### src/sv/skft_pkg.sv
// Shared constants, codes and types of the sorted key frequency table.
// No dependencies; every other file of the block refers to it by scoped names.
`default_nettype none

package skft_pkg;

  localparam int TABLE_DEPTH = 1024;
  localparam int COUNT_WIDTH = 16;
  localparam int KEY_WIDTH   = 32;
  localparam int INDEX_WIDTH = $clog2(TABLE_DEPTH);
  localparam int POS_WIDTH   = $clog2(TABLE_DEPTH + 1);
  localparam int CMD_WIDTH   = 2;

  typedef logic [CMD_WIDTH-1:0] command_t;

  localparam command_t CMD_INSERT = 2'd0;
  localparam command_t CMD_LOOKUP = 2'd1;
  localparam command_t CMD_READ   = 2'd2;

  localparam logic [COUNT_WIDTH-1:0] COUNT_MAX = '1;

  typedef struct packed {
    logic [KEY_WIDTH-1:0]   key;
    logic [COUNT_WIDTH-1:0] count;
  } entry_t;

endpackage

`default_nettype wire

### src/sv/skft_cell.sv
// One storage cell of the rotating entry chain: a key and its count.
// Depends on skft_pkg for the entry type.
`default_nettype none

module skft_cell (
  input  wire logic             clk,
  input  wire logic             shift_en,
  input  wire skft_pkg::entry_t entry_i,
  output skft_pkg::entry_t      entry_o
);

  skft_pkg::entry_t entry_r;
  skft_pkg::entry_t entry_nxt;

  // The cell takes its upstream neighbour's entry whenever the chain moves.
  always_comb begin
    entry_nxt = shift_en ? entry_i : entry_r;
  end

  always_ff @(posedge clk) begin
    entry_r <= entry_nxt;
  end

  assign entry_o = entry_r;

endmodule

`default_nettype wire

### config.mk
export PLATFORM = sky130hd
export DESIGN_NAME = skft_cell
export DESIGN_NICKNAME = d
export VERILOG_FILES = /design/src/sv/skft_pkg.sv /design/src/sv/skft_cell.sv
export SDC_FILE = /design/constraint.sdc
export NUM_CORES = 1
export LEC_CHECK = 0
export BUFFER_PORTS_ARGS = -buffer_cell sky130_fd_sc_hd__buf_2
export CAP_MARGIN = 0
export CORE_MARGIN = 2
export CORE_UTILIZATION = 35
export CTS_CLUSTER_DIAMETER = 60
export DETAILED_ROUTE_END_ITERATION = 6
export PLACE_DENSITY = 0.67
export SLEW_MARGIN = 20
export SYNTH_ARGS = -nofsm -noshare
export SYNTH_HDL_FRONTEND = slang
export SYNTH_SLANG_ARGS = --single-unit
### constraint.sdc
create_clock -name clk -period 1.1 [get_ports clk]
set_input_delay 0.165 -clock clk [delete_from_list [all_inputs] [get_ports clk]]
set_output_delay 0.165 -clock clk [all_outputs]
set_load 0.1 [all_outputs]
==> reports/metrics.csv, run 1 <==
stage,metric,value,unit
critical_path,CP bufs+invs,1,
detailed_routing,DR iter-0 viols,27,
critical_path,max incr delay on CP,440,ps
critical_path,WP data arrival,920,ps
global_route,vias in the first global route,852,
clock_tree,CTS max path bufs,2,
final_layout,#MultiIn Comb,0,
global_route,largest net degree at the start of global routing,27,
placement,# port buffers,97,
clock_tree,Clock transition at path regs,80,ps
critical_path,CP required,940,ps
pwr,Peak VDD IR,1.230,mV
final_layout,sequential cell area,1441,sq um
floorplan,number of I/O pins,98,
floorplan,Core Footprint,3971,sq um
detailed_routing,total number of vias,843,
global_route,initial antenna violation count,0,
critical_path,Critical-path top delay cell,edfxtp_1,
logic_synthesis,Post-Syn Area,1441,sq um
timing,Max Slew Vio Count,0,
timing,Setup Viol. Count Final,0,
timing,RSZ-0062 raised after global routing,yes,
clock_tree,Root Buffer Master,clkbuf_8,
floorplan,Core Rows,23,
timing,Fmax,0.9223,GHz
critical_path,Crit Path Class,reg -> out,
detailed_routing,TritonRoute pass-1 iters,4,
clock_tree,CTS tree,done,
logic_synthesis,Cell variety after synth,1,
pwr,Leakage,1.172,nW
logic_synthesis,Syn Area/Cell,30.03,sq um
final_layout,fillers,254,
floorplan,die area,4648,sq um
final_layout,Largest register FFs,48,
detailed_routing,Post-Route WL,2.759,mm
final_layout,share of layout cells above drive strength 1,67.10,%
logic_synthesis,Mapped Nets,98,
detailed_routing,post-route ant nets,0,
placement,GP Congestion,0.6250,
floorplan,die width,68.18,um
timing,final worst path period share,98.57,%
timing,post-route minimum period,1084,ps
worst_hold_path,HP Class,in -> reg,
logic_synthesis,post-synth top area cell,edfxtp_1,
timing,slew margin rel.,90.20,%
clock_tree,TritonCTS Buffers,5,
clock_tree,cts hold-fix bufs,0,
global_route,met2 Resource Use GR,20.15,%
logic_synthesis,"Seq/Total Area, Yosys",100.0,%
detailed_routing,vias per inst,4.112,
critical_path,"Critical Path, Cell by Cell",buf_12,
job,max-cap viol count,0,
global_route,All-Layer GR Usage,12.14,%
timing,final setup TNS,0,ps
logic_synthesis,Syn Inst Count,48,
critical_path,CP max FO,1,
clock_tree,# H-tree levels,2,
timing,final hold slack,49.51,ps
final_layout,number of inserted diodes,0,
pwr,total power,4.950,mW
detailed_routing,drt drc,0,
floorplan,die boundary height,68.18,um
final_layout,area delta synth->final,96.35,%
logic_synthesis,Yosys Warn Count,0,
detailed_routing,routed len/inst,13.46,um
final_layout,area of the multi-input gates,0,sq um
critical_path,CP top delay family,flip-flops,
floorplan,Initial Utilization,36.29,%
clock_tree,total clock sinks,48,
final_layout,Total Nets Final,204,
timing,"Hold Vio Cnt, Final",0,
global_route,GR peak layer,met2,
pwr,pwr dens,1749,nW/um^2
clock_tree,post-CTS setup buffers,0,
global_route,first-pass GRT wire length,3.877,mm
timing,actual slew at the worst max-slew pin,147.3,ps
critical_path,Worst setup SP type,flip-flop,
logic_synthesis,Synth Register Bits,48,
critical_path,Setup crit end kind,primary output,
logic_synthesis,Synth top area share,100.0,%
clock_tree,Post-CTS Resized,0,
global_route,routing usage on met3,6.086,%
logic_synthesis,synth top area cells,edfxtp_1 (100%),
global_route,remaining global-route overflow,0,
run_status,status,finished clean,
global_route,met1 Use GR,12.36,%
power by group:
part / internal (mW) / leakage (nW) / switching, mW
clock: 0.442 / 0.0399 / 0.489
sequential: 2.18 / 0.470 / 0.115
combinational: 0.590 / 0.663 / 1.13
stage by stage:
stage,setup slack (ps),instances,util [%],cell area (sq um)
after detailed placement,290.1,197,69.25,2750
after floorplan,30.98,48,-,1441
final,15.72,205,71.27,2830
after CTS,5.048,205,71.27,2830
after global routing,-17.35,205,71.27,2830
after global placement,305.2,197,69.25,2750
synthesized netlist by cell type, drive strengths merged:
master  number
edfxtp      48
layout by cell type (no fill, tap or decap):
cell type | Yosys | final
buf_12 | 0 | 50
buf_2 | 0 | 49
clkbuf_8 | 0 | 5
edfxtp_1 | 48 | 48
clkbuf_1 | 0 | 2
clkinv_1 | 0 | 1
final cells by class:
| type | instances | share of cell area (%) |
|---|---|---|
| Sequential cell | 48 | 50.93 |
| Timing Repair Buffer | 99 | 44.03 |
| Clock buffer | 7 | 2.697 |
| Tap cell | 50 | 2.210 |
| Clock inverter | 1 | 0.1326 |
logic make-up after synthesis:
kind of cell / after synthesis / share of synthesized area (%)
flops: 48 / 100.0
routing by layer:
layer	vias to the layer above	part of all wire (%)
met4	0	1.6
met1	377	30
met2	57	54
li1	404	-
met3	5	13
met5	-	0
final timing paths:
| path | start | endpoint | slack [ps] | depth (start not counted) |
|---|---|---|---|---|
| worst min-delay path | entry_i[0] | entry_o[0]$_DFFE_PP_ | 50 | 1 |
| worst max-delay path | entry_o[28]$_DFFE_PP_ | entry_o[28] | 20 | 1 |
(Power assumes the default switching activity.)
==> inputs of run 2 (changes only) <==
--- a/config.mk
+++ b/config.mk
@@ -7,12 +7,12 @@
 export LEC_CHECK = 0
 export BUFFER_PORTS_ARGS = -buffer_cell sky130_fd_sc_hd__buf_2
 export CAP_MARGIN = 0
+export CORE_ASPECT_RATIO = 0.5
 export CORE_MARGIN = 2
 export CORE_UTILIZATION = 35
 export CTS_CLUSTER_DIAMETER = 60
 export DETAILED_ROUTE_END_ITERATION = 6
 export PLACE_DENSITY = 0.67
-export SLEW_MARGIN = 20
 export SYNTH_ARGS = -nofsm -noshare
 export SYNTH_HDL_FRONTEND = slang
 export SYNTH_SLANG_ARGS = --single-unit
==> run 2 against run 1 <==
Net effect:
- sequential share of layout area down 0.22 points
- non-clock buffer count decreased by 1
- combinational power hardly changed
- via count rose by 1.1%
- total power rose by 6.2%
- critical path depth unchanged
- setup slack got worse by 15 ps
- core utilization up 1.2 points
- first-iteration DRC count grew 41%
- cell count grew 1.5%
- count of clock-buffer cells in the layout fell by 1
==> reports/metrics.csv, run 2 (synthesized netlist as in run 1, its figures left out) <==
stage,metric,value,unit
run_status,status,finished clean,
worst_hold_path,hold_sp,entry_i[32],
global_route,initial antenna violation count,0,
clock_tree,TritonCTS Buffers,5,
timing,actual slew at the worst max-slew pin,253.8,ps
final_layout,Total Nets Final,203,
final_layout,most frequent cells in the layout,"buf_2 (49), buf_12 (49), edfxtp_1 (48)",
timing,Fmax,0.9098,GHz
timing,Max Slew Vio Count,0,
clock_tree,CTS tree,done,
global_route,largest net degree at the start of global routing,49,
final_layout,number of inserted diodes,0,
final_layout,Final Instance Area,2843,sq um
placement,# port buffers,97,
clock_tree,Clock transition at path regs,90,ps
critical_path,CP required,940,ps
global_route,first-pass GRT wire length,4.823,mm
timing,post-route minimum period,1099,ps
final_layout,Largest register FFs,48,
timing,final setup TNS,0,ps
pwr,Peak VDD IR,1.073,mV
placement,instance area at placement,2735,sq um
timing,Setup Viol. Count Final,0,
worst_hold_path,Worst Hold End,entry_o[32]$_DFFE_PP_,
detailed_routing,vias per inst,4.096,
final_layout,area of the multi-input gates,0,sq um
floorplan,die width,94.76,um
final_layout,fin util,72.45,%
detailed_routing,total number of vias,852,
critical_path,"Critical Path, Cell by Cell",buf_12,
global_route,All-Layer GR Usage,14.98,%
critical_path,Worst setup SP type,flip-flop,
global_route,remaining global-route overflow,0,
placement,dpl cells,200,
floorplan,Core Rows,16,
timing,slew margin rel.,83.08,%
placement,GP Congestion,0.7431,
pwr,total power,5.258,mW
floorplan,number of I/O pins,98,
floorplan,Initial Utilization,36.73,%
detailed_routing,routed len/inst,15.89,um
detailed_routing,DR iter-0 viols,38,
job,max-cap viol count,0,
critical_path,Crit Path Class,reg -> out,
critical_path,Critical-path top delay cell,edfxtp_1,
floorplan,die area,4679,sq um
worst_hold_path,Min-Delay Path Depth,1,
clock_tree,total clock sinks,48,
critical_path,Setup crit end kind,primary output,
critical_path,CP top delay family,flip-flops,
timing,"Hold Vio Cnt, Final",0,
timing,final worst path period share,99.92,%
global_route,vias in the first global route,876,
critical_path,CP bufs+invs,1,
detailed_routing,post-route ant nets,0,
timing,RSZ-0062 raised after global routing,yes,
detailed_routing,TritonRoute pass-1 iters,4,
clock_tree,Root Buffer Master,clkbuf_8,
critical_path,max incr delay on CP,440,ps
clock_tree,# H-tree levels,2,
critical_path,WP data arrival,930,ps
floorplan,Core Footprint,3924,sq um
detailed_routing,drt drc,0,
final_layout,area delta synth->final,97.22,%
clock_tree,CTS max path bufs,2,
final_layout,#MultiIn Comb,0,
floorplan,die boundary height,49.38,um
worst_hold_path,HP Class,in -> reg,
final_layout,share of layout cells above drive strength 1,68.18,%
pwr,pwr dens,1850,nW/um^2
critical_path,CP max FO,1,
final_layout,non-filler instance count after layout,208,
pwr,Leakage,1.178,nW
detailed_routing,Post-Route WL,3.306,mm
## run 2: area by class of cell
cell class            count  area [sq um]
Tap cell                 54         67.56
Sequential cell          48          1441
Clock inverter            2         35.03
Clock buffer              6         72.57
Timing Repair Buffer     98          1226
Fill cell               234          1081
## run 2: worst max-delay path by stage
stage | start | to | slack, ps | depth (start not counted)
after global placement | shift_en | entry_o[10]$_DFFE_PP_ | 250 | 2
after floorplan | entry_o[0]$_DFFE_PP_ | entry_o[0] | 30 | 0
after detailed placement | shift_en | entry_o[10]$_DFFE_PP_ | 240 | 2
final | entry_o[24]$_DFFE_PP_ | entry_o[24] | 0.9 | 1
after CTS | entry_o[24]$_DFFE_PP_ | entry_o[24] | -10 | 1
after global routing | entry_o[37]$_DFFE_PP_ | entry_o[37] | -30 | 1
## run 2: metal layers
metal,up-vias,global-route usage (%),share of wire [%]
met3,0,4.482,4.7
met5,-,0,0
met4,0,5.797,0
li1,403,-,-
met1,419,16.96,36
met2,30,26.71,59
## run 2: stage by stage
step | hold slack [ps] | setup slack, ps
global placement | 341.7 | 254.2
CTS | 26.58 | -11.10
finish | 36.27 | 0.8632
detailed placement | 343.1 | 236.2
floorplan | 263.9 | 30.98
global route | 14.62 | -26.21
## run 2: repair_timing
item | in CTS | in global routing
gates resized for setup | 0 | 0
endpoints found under the setup margin | 5 | 39
pin swaps | 0 | 0
setup buffers | 0 | 0
hold buffers | 0 | 0
## run 2: report_power, final
part / internal (mW) / leakage (nW) / switching [mW]
clock network: 0.675 / 0.0552 / 0.559
logic: 0.583 / 0.653 / 1.14
registers: 2.18 / 0.470 / 0.117
==> inputs of run 3 (changes only) <==
--- a/config.mk
+++ b/config.mk
@@ -8,7 +8,6 @@
 export BUFFER_PORTS_ARGS = -buffer_cell sky130_fd_sc_hd__buf_2
 export CAP_MARGIN = 0
 export CORE_ASPECT_RATIO = 0.5
-export CORE_MARGIN = 2
 export CORE_UTILIZATION = 35
 export CTS_CLUSTER_DIAMETER = 60
 export DETAILED_ROUTE_END_ITERATION = 6
==> run 3 against run 2 <==
Net effect:
- setup slack better by 16 ps
- hold slack better by 5.4 ps
- highest routed layer is now met4
- routed wire length down 12%
- total power decreased by 5.3%
- largest cell class unchanged
- cell count unchanged
- clock power decreased by 21%
- die area is 6.1% lower
- largest power group unchanged
- non-clock buffer count did not move
- critical path depth unchanged
- via count shrank 2.1%
- critical endpoint is now entry_o[16]
==> reports/metrics.csv, run 3 (synthesized netlist as in run 1, its figures left out) <==
stage,metric,value,unit
floorplan,Initial Utilization,36.73,%
detailed_routing,TritonRoute pass-1 iters,6,
critical_path,WP data arrival,920,ps
critical_path,"Critical Path, Cell by Cell",buf_12,
detailed_routing,drt drc,0,
timing,Max Slew Vio Count,0,
detailed_routing,post-route ant nets,0,
final_layout,Total Nets Final,203,
final_layout,area delta synth->final,95.31,%
clock_tree,Post-CTS Resized,0,
timing,post-route minimum period,1083,ps
global_route,initial antenna violation count,0,
pwr,total power,4.982,mW
final_layout,Largest register FFs,48,
timing,final setup TNS,0,ps
final_layout,number of inserted diodes,0,
worst_hold_path,hold_sp,entry_i[9],
final_layout,fillers,250,
final_layout,area of the multi-input gates,0,sq um
global_route,remaining global-route overflow,0,
timing,final worst path period share,98.45,%
clock_tree,total clock sinks,48,
timing,actual slew at the worst max-slew pin,251.1,ps
clock_tree,CTS max path bufs,2,
clock_tree,TritonCTS Buffers,5,
worst_hold_path,HP Class,in -> reg,
clock_tree,CTS tree,done,
clock_tree,cts hold-fix bufs,0,
job,max-cap viol count,0,
critical_path,Crit Path Class,reg -> out,
detailed_routing,total number of vias,834,
timing,RSZ-0062 raised after global routing,yes,
detailed_routing,routed len/inst,13.96,um
critical_path,Setup crit end kind,primary output,
worst_hold_path,Worst Hold End,entry_o[9]$_DFFE_PP_,
pwr,Leakage,1.163,nW
final_layout,fin util,71.75,%
floorplan,die boundary height,47.38,um
final_layout,Final Instance Area,2815,sq um
clock_tree,# H-tree levels,2,
critical_path,Critical-path top delay cell,edfxtp_1,
critical_path,Worst setup SP type,flip-flop,
placement,GP Congestion,0.6511,
final_layout,most frequent cells in the layout,"buf_2 (49), buf_12 (49), edfxtp_1 (48)",
placement,# port buffers,97,
global_route,vias in the first global route,795,
floorplan,number of I/O pins,98,
timing,Setup Viol. Count Final,0,
floorplan,Core Rows,16,
detailed_routing,vias per inst,4.010,
run_status,status,finished clean,
global_route,first-pass GRT wire length,4.036,mm
final_layout,share of layout cells above drive strength 1,66.88,%
clock_tree,Root Buffer Master,clkbuf_8,
critical_path,CP max FO,1,
detailed_routing,DR iter-0 viols,32,
timing,"Hold Vio Cnt, Final",0,
timing,slew margin rel.,83.26,%
global_route,All-Layer GR Usage,13.43,%
floorplan,Core Footprint,3924,sq um
timing,Fmax,0.9234,GHz
floorplan,die width,92.76,um
global_route,largest net degree at the start of global routing,49,
critical_path,CP top delay family,flip-flops,
critical_path,max incr delay on CP,430,ps
floorplan,die area,4395,sq um
critical_path,CP bufs+invs,1,
final_layout,#MultiIn Comb,0,
critical_path,CP required,940,ps
detailed_routing,Post-Route WL,2.904,mm
pwr,pwr dens,1770,nW/um^2
worst_hold_path,Min-Delay Path Depth,1,
clock_tree,Clock transition at path regs,80,ps
placement,instance area at placement,2735,sq um
pwr,Peak VDD IR,0.9491,mV
==> run 3: layout make-up <==
cell class / count / area (sq um) / share of cell area [%]
clock buffers: 7 / 76.32 / 2.711
clock inverters: 1 / 3.754 / 0.1333
flip-flops and latches: 48 / 1441 / 51.20
well taps: 54 / 67.56 / 2.400
repair buffers: 98 / 1226 / 43.56
==> run 3: per-stage QoR <==
stage	setup WS (ps)	hold slack, ps	std cells
4_1_cts	-3.899	30.32	208
3_5_place_dp	232.5	343.1	200
3_3_place_gp	250.2	342.0	200
6_report	17.04	41.65	208
5_1_grt	-16.83	22.95	208
2_1_floorplan	30.98	263.9	48
==> run 3: worst max path at each step <==
stage / startpoint / to / depth (start not counted)
finish: entry_o[16]$_DFFE_PP_ / entry_o[16] / 1
CTS: entry_o[1]$_DFFE_PP_ / entry_o[1] / 1
global route: entry_o[34]$_DFFE_PP_ / entry_o[34] / 1
floorplan: entry_o[0]$_DFFE_PP_ / entry_o[0] / 0
detailed placement: shift_en / entry_o[39]$_DFFE_PP_ / 2
global placement: shift_en / entry_o[45]$_DFFE_PP_ / 2
==> run 3: report_power, final <==
| part | internal, mW | total, mW | switching (mW) | leakage (nW) |
|---|---|---|---|---|
| Clock | 0.443 | 0.969 | 0.526 | 0.0399 |
| Combinational | 0.583 | 1.72 | 1.14 | 0.653 |
| Sequential | 2.18 | 2.29 | 0.114 | 0.470 |
| Total | 3.21 | 4.98 | 1.78 | 1.16 |
==> run 3: repair_timing <==
action	CTS	global route
endpoints found under the setup margin	1	23
setup buffers	0	0
cloned	0	0
==> run 3: metal layers <==
layer,routed length [um],vias to the layer above,track usage (%),share of wire (%)
met5,0,-,0,0
met3,185,2,5.016,6.4
met1,978,396,13.76,34
met4,14,0,6.462,0.48
met2,1724,35,25.93,59
li1,-,401,-,-
