### config.mk
export PLATFORM = sky130hd
export DESIGN_NAME = skft_ctrl_flat
export DESIGN_NICKNAME = d
export VERILOG_FILES = /design/src/sv/skft_pkg.sv /design/src/sv/skft_if.sv /design/src/sv/skft_ctrl.sv /design/src/flat_wrapper.sv
export SDC_FILE = /design/constraint.sdc
export NUM_CORES = 1
export LEC_CHECK = 0
export BUFFER_PORTS_ARGS = -buffer_cell sky130_fd_sc_hd__buf_2
export CORE_ASPECT_RATIO = 1.4
export CORE_MARGIN = 3
export CORE_UTILIZATION = 41
export CTS_BUF_LIST = sky130_fd_sc_hd__clkbuf_8 sky130_fd_sc_hd__clkbuf_16
export CTS_CLUSTER_SIZE = 14
export DETAILED_ROUTE_END_ITERATION = 7
export GPL_TIMING_DRIVEN = 0
export PLACE_DENSITY_LB_ADDON = 0.05
export SLEW_MARGIN = 5
export SYNTH_ARGS = -nofsm -noshare
export SYNTH_HDL_FRONTEND = slang
export SYNTH_SLANG_ARGS = --single-unit
### constraint.sdc
create_clock -name clk -period 10.7 [get_ports clk]
set_input_delay 1.605 -clock clk [delete_from_list [all_inputs] [get_ports clk]]
set_output_delay 1.605 -clock clk [all_outputs]
set_load 0.05 [all_outputs]
### src/sv/skft_pkg.sv
// Shared constants, codes and types of the sorted key frequency table.
// No dependencies; every other file of the block refers to it by scoped names.
`default_nettype none

package skft_pkg;

  localparam int TABLE_DEPTH = 1024;
  localparam int COUNT_WIDTH = 16;
  localparam int KEY_WIDTH   = 32;
  localparam int INDEX_WIDTH = $clog2(TABLE_DEPTH);
  localparam int POS_WIDTH   = $clog2(TABLE_DEPTH + 1);
  localparam int CMD_WIDTH   = 2;

  typedef logic [CMD_WIDTH-1:0] command_t;

  localparam command_t CMD_INSERT = 2'd0;
  localparam command_t CMD_LOOKUP = 2'd1;
  localparam command_t CMD_READ   = 2'd2;

  localparam logic [COUNT_WIDTH-1:0] COUNT_MAX = '1;

  typedef struct packed {
    logic [KEY_WIDTH-1:0]   key;
    logic [COUNT_WIDTH-1:0] count;
  } entry_t;

endpackage

`default_nettype wire

### src/sv/skft_if.sv
// Request and result channel interfaces of the sorted key frequency table.
// Depends on skft_pkg for field widths.
`default_nettype none

interface skft_in_if;
  logic                            valid;
  logic                            ready;
  skft_pkg::command_t              command;
  logic [skft_pkg::KEY_WIDTH-1:0]  key;
  logic [skft_pkg::INDEX_WIDTH-1:0] index;

  modport source (output valid, output command, output key, output index, input ready);
  modport sink   (input valid, input command, input key, input index, output ready);
endinterface

interface skft_out_if;
  logic                             valid;
  logic                             ready;
  logic                             found;
  logic [skft_pkg::POS_WIDTH-1:0]   position;
  logic [skft_pkg::COUNT_WIDTH-1:0] count;
  logic [skft_pkg::KEY_WIDTH-1:0]   key_out;
  logic                             table_full;
  logic [skft_pkg::POS_WIDTH-1:0]   entries_used;

  modport source (output valid, output found, output position, output count,
                  output key_out, output table_full, output entries_used, input ready);
  modport sink   (input valid, input found, input position, input count,
                  input key_out, input table_full, input entries_used, output ready);
endinterface

`default_nettype wire

### src/sv/skft_ctrl.sv
// Head unit of the chain: handshakes, the sweep sequencer, the search and
// insert decision per passing entry, and the result register. Uses skft_pkg
// and the channel interfaces of skft_if.
`default_nettype none

module skft_ctrl (
  input  wire logic             clk,
  input  wire logic             rst_n,
  skft_in_if.sink               in_ch,
  skft_out_if.source            out_ch,
  input  wire skft_pkg::entry_t exit_i,
  output skft_pkg::entry_t      tail_o,
  output logic                  shift_en_o
);

  typedef enum logic [1:0] {
    ST_IDLE,
    ST_SWEEP,
    ST_DONE
  } state_t;

  localparam logic [skft_pkg::POS_WIDTH-1:0] LAST_SLOT =
    skft_pkg::POS_WIDTH'(skft_pkg::TABLE_DEPTH - 1);
  localparam logic [skft_pkg::POS_WIDTH-1:0] FULL_USED =
    skft_pkg::POS_WIDTH'(skft_pkg::TABLE_DEPTH);

  state_t                             state_r, state_nxt;
  logic [skft_pkg::POS_WIDTH-1:0]     slot_r, slot_nxt;
  skft_pkg::command_t                 cmd_r, cmd_nxt;
  logic [skft_pkg::KEY_WIDTH-1:0]     key_r, key_nxt;
  logic [skft_pkg::INDEX_WIDTH-1:0]   idx_r, idx_nxt;
  logic                               decided_r, decided_nxt;
  logic                               shifting_r, shifting_nxt;
  skft_pkg::entry_t                   hold_r, hold_nxt;
  logic                               grow_r, grow_nxt;
  logic                               res_found_r, res_found_nxt;
  logic [skft_pkg::POS_WIDTH-1:0]     res_pos_r, res_pos_nxt;
  logic [skft_pkg::COUNT_WIDTH-1:0]   res_cnt_r, res_cnt_nxt;
  logic [skft_pkg::KEY_WIDTH-1:0]     res_kout_r, res_kout_nxt;
  logic                               res_full_r, res_full_nxt;
  logic [skft_pkg::POS_WIDTH-1:0]     used_r, used_nxt;
  logic                               out_valid_r, out_valid_nxt;
  logic                               out_found_r, out_found_nxt;
  logic [skft_pkg::POS_WIDTH-1:0]     out_pos_r, out_pos_nxt;
  logic [skft_pkg::COUNT_WIDTH-1:0]   out_cnt_r, out_cnt_nxt;
  logic [skft_pkg::KEY_WIDTH-1:0]     out_kout_r, out_kout_nxt;
  logic                               out_full_r, out_full_nxt;
  logic [skft_pkg::POS_WIDTH-1:0]     out_used_r, out_used_nxt;

  logic                               is_search;
  logic                               at_used;
  logic                               key_ge;
  logic                               key_eq;
  logic [skft_pkg::COUNT_WIDTH-1:0]   cnt_inc;

  assign is_search = (cmd_r == skft_pkg::CMD_INSERT) || (cmd_r == skft_pkg::CMD_LOOKUP);
  assign at_used   = (slot_r == used_r);
  assign key_ge    = (exit_i.key >= key_r);
  assign key_eq    = (exit_i.key == key_r);
  assign cnt_inc   = (exit_i.count == skft_pkg::COUNT_MAX) ?
                     exit_i.count : exit_i.count + skft_pkg::COUNT_WIDTH'(1);

  always_comb begin
    state_nxt     = state_r;
    slot_nxt      = slot_r;
    cmd_nxt       = cmd_r;
    key_nxt       = key_r;
    idx_nxt       = idx_r;
    decided_nxt   = decided_r;
    shifting_nxt  = shifting_r;
    hold_nxt      = hold_r;
    grow_nxt      = grow_r;
    res_found_nxt = res_found_r;
    res_pos_nxt   = res_pos_r;
    res_cnt_nxt   = res_cnt_r;
    res_kout_nxt  = res_kout_r;
    res_full_nxt  = res_full_r;
    used_nxt      = used_r;
    out_valid_nxt = out_valid_r && !out_ch.ready;
    out_found_nxt = out_found_r;
    out_pos_nxt   = out_pos_r;
    out_cnt_nxt   = out_cnt_r;
    out_kout_nxt  = out_kout_r;
    out_full_nxt  = out_full_r;
    out_used_nxt  = out_used_r;
    tail_o        = exit_i;
    shift_en_o    = 1'b0;

    case (state_r)
      ST_IDLE: begin
        if (in_ch.valid) begin
          cmd_nxt       = in_ch.command;
          key_nxt       = in_ch.key;
          idx_nxt       = in_ch.index;
          slot_nxt      = '0;
          decided_nxt   = 1'b0;
          shifting_nxt  = 1'b0;
          grow_nxt      = 1'b0;
          res_found_nxt = 1'b0;
          res_pos_nxt   = (in_ch.command == skft_pkg::CMD_READ) ?
                          skft_pkg::POS_WIDTH'(in_ch.index) : '0;
          res_cnt_nxt   = '0;
          res_kout_nxt  = '0;
          res_full_nxt  = 1'b0;
          state_nxt     = ST_SWEEP;
        end
      end

      ST_SWEEP: begin
        shift_en_o = 1'b1;
        slot_nxt   = slot_r + skft_pkg::POS_WIDTH'(1);
        if (shifting_r) begin
          // Entries above the insertion point move up by one slot.
          tail_o   = hold_r;
          hold_nxt = exit_i;
        end else if (is_search && !decided_r && (at_used || key_ge)) begin
          decided_nxt = 1'b1;
          res_pos_nxt = slot_r;
          if (!at_used && key_eq) begin
            res_found_nxt = 1'b1;
            if (cmd_r == skft_pkg::CMD_INSERT) begin
              tail_o.count = cnt_inc;
              res_cnt_nxt  = cnt_inc;
            end else begin
              res_cnt_nxt = exit_i.count;
            end
          end else if (cmd_r == skft_pkg::CMD_INSERT) begin
            if (used_r == FULL_USED) begin
              res_full_nxt = 1'b1;
            end else begin
              tail_o.key   = key_r;
              tail_o.count = skft_pkg::COUNT_WIDTH'(1);
              hold_nxt     = exit_i;
              shifting_nxt = 1'b1;
              grow_nxt     = 1'b1;
              res_cnt_nxt  = skft_pkg::COUNT_WIDTH'(1);
            end
          end
        end
        if ((cmd_r == skft_pkg::CMD_READ) && (slot_r == skft_pkg::POS_WIDTH'(idx_r)) &&
            (skft_pkg::POS_WIDTH'(idx_r) < used_r)) begin
          res_found_nxt = 1'b1;
          res_cnt_nxt   = exit_i.count;
          res_kout_nxt  = exit_i.key;
        end
        if (slot_r == LAST_SLOT) begin
          state_nxt = ST_DONE;
        end
      end

      ST_DONE: begin
        if (!out_valid_r || out_ch.ready) begin
          // A search that never met a key at or above its own ends past the
          // last entry; for an insert that only happens on a full table.
          used_nxt      = used_r + skft_pkg::POS_WIDTH'(grow_r);
          out_valid_nxt = 1'b1;
          out_found_nxt = res_found_r;
          out_pos_nxt   = (is_search && !decided_r) ? used_r : res_pos_r;
          out_cnt_nxt   = res_cnt_r;
          out_kout_nxt  = res_kout_r;
          out_full_nxt  = res_full_r ||
                          ((cmd_r == skft_pkg::CMD_INSERT) && !decided_r);
          out_used_nxt  = used_r + skft_pkg::POS_WIDTH'(grow_r);
          state_nxt     = ST_IDLE;
        end
      end

      default: begin
        state_nxt = ST_IDLE;
      end
    endcase
  end

  always_ff @(posedge clk) begin
    if (!rst_n) begin
      state_r     <= ST_IDLE;
      used_r      <= '0;
      out_valid_r <= 1'b0;
    end else begin
      state_r     <= state_nxt;
      used_r      <= used_nxt;
      out_valid_r <= out_valid_nxt;
    end
    slot_r      <= slot_nxt;
    cmd_r       <= cmd_nxt;
    key_r       <= key_nxt;
    idx_r       <= idx_nxt;
    decided_r   <= decided_nxt;
    shifting_r  <= shifting_nxt;
    hold_r      <= hold_nxt;
    grow_r      <= grow_nxt;
    res_found_r <= res_found_nxt;
    res_pos_r   <= res_pos_nxt;
    res_cnt_r   <= res_cnt_nxt;
    res_kout_r  <= res_kout_nxt;
    res_full_r  <= res_full_nxt;
    out_found_r <= out_found_nxt;
    out_pos_r   <= out_pos_nxt;
    out_cnt_r   <= out_cnt_nxt;
    out_kout_r  <= out_kout_nxt;
    out_full_r  <= out_full_nxt;
    out_used_r  <= out_used_nxt;
  end

  assign in_ch.ready         = (state_r == ST_IDLE);
  assign out_ch.valid        = out_valid_r;
  assign out_ch.found        = out_found_r;
  assign out_ch.position     = out_pos_r;
  assign out_ch.count        = out_cnt_r;
  assign out_ch.key_out      = out_kout_r;
  assign out_ch.table_full   = out_full_r;
  assign out_ch.entries_used = out_used_r;

endmodule

`default_nettype wire

### src/flat_wrapper.sv
// flat-port wrapper written by rule: the top's interface ports become plain ports
module skft_ctrl_flat 
  (clk, rst_n, exit_i, tail_o, shift_en_o, in_ch_valid, in_ch_command, in_ch_key, in_ch_index, in_ch_ready, out_ch_valid, out_ch_found, out_ch_position, out_ch_count, out_ch_key_out, out_ch_table_full, out_ch_entries_used, out_ch_ready);
  skft_in_if in_ch_i ();
  skft_out_if out_ch_i ();
  input  wire logic clk;
  input  wire logic rst_n;
  input  wire skft_pkg::entry_t exit_i;
  output skft_pkg::entry_t tail_o;
  output logic shift_en_o;
  input wire logic [$bits(in_ch_i.valid)-1:0] in_ch_valid;
  input wire logic [$bits(in_ch_i.command)-1:0] in_ch_command;
  input wire logic [$bits(in_ch_i.key)-1:0] in_ch_key;
  input wire logic [$bits(in_ch_i.index)-1:0] in_ch_index;
  output wire logic [$bits(in_ch_i.ready)-1:0] in_ch_ready;
  output wire logic [$bits(out_ch_i.valid)-1:0] out_ch_valid;
  output wire logic [$bits(out_ch_i.found)-1:0] out_ch_found;
  output wire logic [$bits(out_ch_i.position)-1:0] out_ch_position;
  output wire logic [$bits(out_ch_i.count)-1:0] out_ch_count;
  output wire logic [$bits(out_ch_i.key_out)-1:0] out_ch_key_out;
  output wire logic [$bits(out_ch_i.table_full)-1:0] out_ch_table_full;
  output wire logic [$bits(out_ch_i.entries_used)-1:0] out_ch_entries_used;
  input wire logic [$bits(out_ch_i.ready)-1:0] out_ch_ready;
  assign in_ch_i.valid = in_ch_valid;
  assign in_ch_i.command = in_ch_command;
  assign in_ch_i.key = in_ch_key;
  assign in_ch_i.index = in_ch_index;
  assign in_ch_ready = in_ch_i.ready;
  assign out_ch_valid = out_ch_i.valid;
  assign out_ch_found = out_ch_i.found;
  assign out_ch_position = out_ch_i.position;
  assign out_ch_count = out_ch_i.count;
  assign out_ch_key_out = out_ch_i.key_out;
  assign out_ch_table_full = out_ch_i.table_full;
  assign out_ch_entries_used = out_ch_i.entries_used;
  assign out_ch_i.ready = out_ch_ready;
  skft_ctrl u_core (.clk(clk), .rst_n(rst_n), .in_ch(in_ch_i), .out_ch(out_ch_i), .exit_i(exit_i), .tail_o(tail_o), .shift_en_o(shift_en_o));
endmodule
==> flow_metrics.tcl <==
set metrics [dict create \
    yosysTopAreaCell "edfxtp_1" \
    p_sw_share_pct 27.5 \
    routed_wl_mm 34.9 \
    finalInstanceArea_mm2 0.0149 \
    cp_max_fo 10 \
    firstDrtPassIters 5 \
    std_cell_rows 74 \
    drc 0 \
    layout.cells.non_filler 1667 \
    critPathRequiredTime_ps 9100 \
    maxSlewViolCount 0 \
    p_int_uw 1680 \
    ir_worst_vdd_mv 0.118 \
    post-place-ws_ps 3920 \
    synth_compound_area_share_pct 12.9 \
    tns_ps 0 \
    layout_common_cells "edfxtp_1 (239), buf_2 (232), nor2_1 (68)" \
    fin_hold_ws_ps 412 \
    ys_ff_latch 253 \
    slew_headroom_pct 42.5 \
    synth-main-ff-cell "edfxtp_1" \
    timing.rr.start "u_core.used_r[2]$_SDFFE_PN0P_" \
    yosys.area_share.xor_xnor_pct 3.03 \
    grt_pass1_vias 9193 \
    avgSynthCellArea_um2 12.2 \
    power_density_mw_per_mm2 156 \
    syn_area_mm2 0.0124 \
    rr_worst_depth 11 \
    whs_endpoint "u_core.out_ch.key_out[14]$_DFFE_PP_" \
    clkLatencyLatePin_ps 550 \
    nets 1411 \
    synth_edf_count 239 \
    status "complete, no violations" \
    clock_skew_ps 17.7 \
    hold_path_class "register to register" \
    ys_seq_area_share_pct 60.0 \
    viasPerCell 5.45 \
    ctsHoldBuffers 0 \
    post-route-period-util_pct 62.7 \
    dp_hpwl_mm 25.7 \
    start_util_pct 42.1 \
    route.vias.total 9090 \
    path_clk_slew_ps 70 \
    fin_ws_ps 3990 \
    synthTopCellsByArea "edfxtp_1 (58%), ha_1 (4.5%), and2_1 (2.4%)" \
    chipWidth_um 153 \
    wl_per_cell_um 21.0 \
    cts_buffers 26 \
    placedCellCount 1622 \
    synthArstFlopShare_pct 0 \
    p_seq_share_pct 49.9 \
    r2r_setup_slack_ps 6700 \
    cp-start-kind "input port" \
    synth_cell_types 67 \
    hold_viol 0 \
    combPwrFrac_pct 14.5 \
    pwr-share-clk_pct 35.5 \
    synth.top_cell.area_share_pct 57.8 \
    min_from "u_core.res_kout_r[14]$_SDFFCE_PN0P_" \
    cts-root-buf "clkbuf_16" \
    synth_fp_nets 1159 \
    die-area_mm2 0.0325 \
    final_common_cell "edfxtp_1" \
    grt_remaining_overflow 0 \
    cts_sinks 253 \
    drt.antenna.violating_nets 0 \
    arrival_ps 5100 \
    tritoncts "yes" \
    placed_area_mm2 0.0141 \
    worst_pin_slew_ps 862 \
    antenna_found_initial 2 \
    p_switching_uw 638 \
    port_buffers 218 \
    yosys.area_share.adder_pct 4.53 \
    fmax_ghz 0.149 \
    cts_setup_buffers 0 \
    synth_mux_area_share_pct 0.826 \
    syn_inst 1018 \
    h-tree-depth 1 \
    power.leakage_uw 0.00576 \
    period_needed_ps 6710 \
    gp_congestion 0.856 \
    r2r_end "u_core.res_kout_r[14]$_SDFFCE_PN0P_" \
    drt_iter0_markers 529 \
    grt_start_max_net_pins 57 \
    drive_gt1_share_pct 25.5 \
    nFillCells 2714 \
    cts_resized 0 \
    core_area_mm2 0.0295 \
    die_h_um 212 \
    hold_path_depth 0 \
    synth_top_family_by_area "simple AND/OR/NAND/NOR gates" \
    grtUsageTotal_pct 20.9 \
    crit_type "input port to primary output" \
    grt_pass1_wl_mm 53.2 \
    max_cap_violations 0 \
    rsz0062_at_grt "no" \
    diodes 0 \
    endpoint_kind "primary output" \
    yosys.area_share.simple_pct 14.9 \
    clk_path_buf_depth 3 \
    yosys_warnings 0 \
    setup_violations 0 \
    area_growth_pct 20.0 \
    pin_count 219 \
]
worst max-delay path, cell delays in order:
cell	delay [ps]
buf_2	140
ha_1	300
nand4_1	200
nor4_1	710
nand4_1	280
nor4b_2	670
clkbuf_1	510
a21boi_0	240
a221o_1	170
buf_2	270
cells in the mapped netlist, drive strengths merged, types with 12 or more instances:
cell	number
ha	45
dfxtp	14
o22ai	31
a221o	12
nand3	30
and2	48
nor2	70
nand4	17
clkbuf	37
and3	42
inv	51
a21oi	36
buf	25
o21ai	35
nand2	40
a211oi	36
nor3	40
xnor2	32
edfxtp	239
sequential cells by signal (all words and copies together), names as in the netlist, 16 cells and up:
signal,cells
u_core.res_cnt_r,16
u_core.res_kout_r,32
u_core.out_ch.count,16
u_core.hold_r,48
u_core.out_ch.key_out,32
u_core.key_r,32
per-layer routing:
layer	GRT usage [%]	vias to the layer above	share of wire (%)
li1	-	4368	-
met1	25.0	4409	40
met2	38.4	259	52
met3	4.30	50	6.2
met4	5.69	4	2.1
met5	0	-	0.060
kinds of logic after synthesis:
family | count (synthesis)
AO/OA/AOI/OAI | 213
XOR/XNOR | 43
adder cells (fa/ha/maj) | 45
buffers and inverters | 114
flip-flops | 253
multiplexers | 10
AND/OR/NAND/NOR | 340
area by class of cell:
class                      instances  area (µm²)  area share (%)
multi-input combinational        651        4520            30.3
clock inverter                    19         103           0.688
sequential                       253        7460            50.0
buffer                            62         289            1.94
clock buffer                      26         651            4.36
tap                              380         475            3.19
timing repair buffer             224        1220            8.19
inverter                          52         195            1.31
stage by stage:
stage	utilization (%)	total power [µW]
5_1_grt	50.5	2410
2_1_floorplan	-	1390
3_3_place_gp	47.4	1510
3_5_place_dp	47.9	1520
4_1_cts	50.5	2350
6_report	50.5	2320
worst max-delay path by stage:
stage	depth (start not counted)	to	slack, ps	startpoint
after global routing	10	tail_o[1]	3690	exit_i[45]
final	10	tail_o[1]	3990	exit_i[45]
after floorplan	9	tail_o[17]	4410	exit_i[45]
after global placement	11	u_core.hold_r[38]$_DFFE_PP_	1890	exit_i[45]
after detailed placement	10	tail_o[1]	3920	exit_i[45]
after CTS	10	tail_o[1]	3930	exit_i[45]
power groups by stage:
| stage | Clock (µW) | Sequential [µW] | Combinational, µW |
|---|---|---|---|
| floorplan | 0 | 1170 | 219 |
| global placement | 0 | 1180 | 329 |
| detailed placement | 0 | 1180 | 339 |
| CTS | 847 | 1160 | 341 |
| global route | 884 | 1160 | 365 |
| finish | 825 | 1160 | 337 |
(Power assumes the default switching activity.)
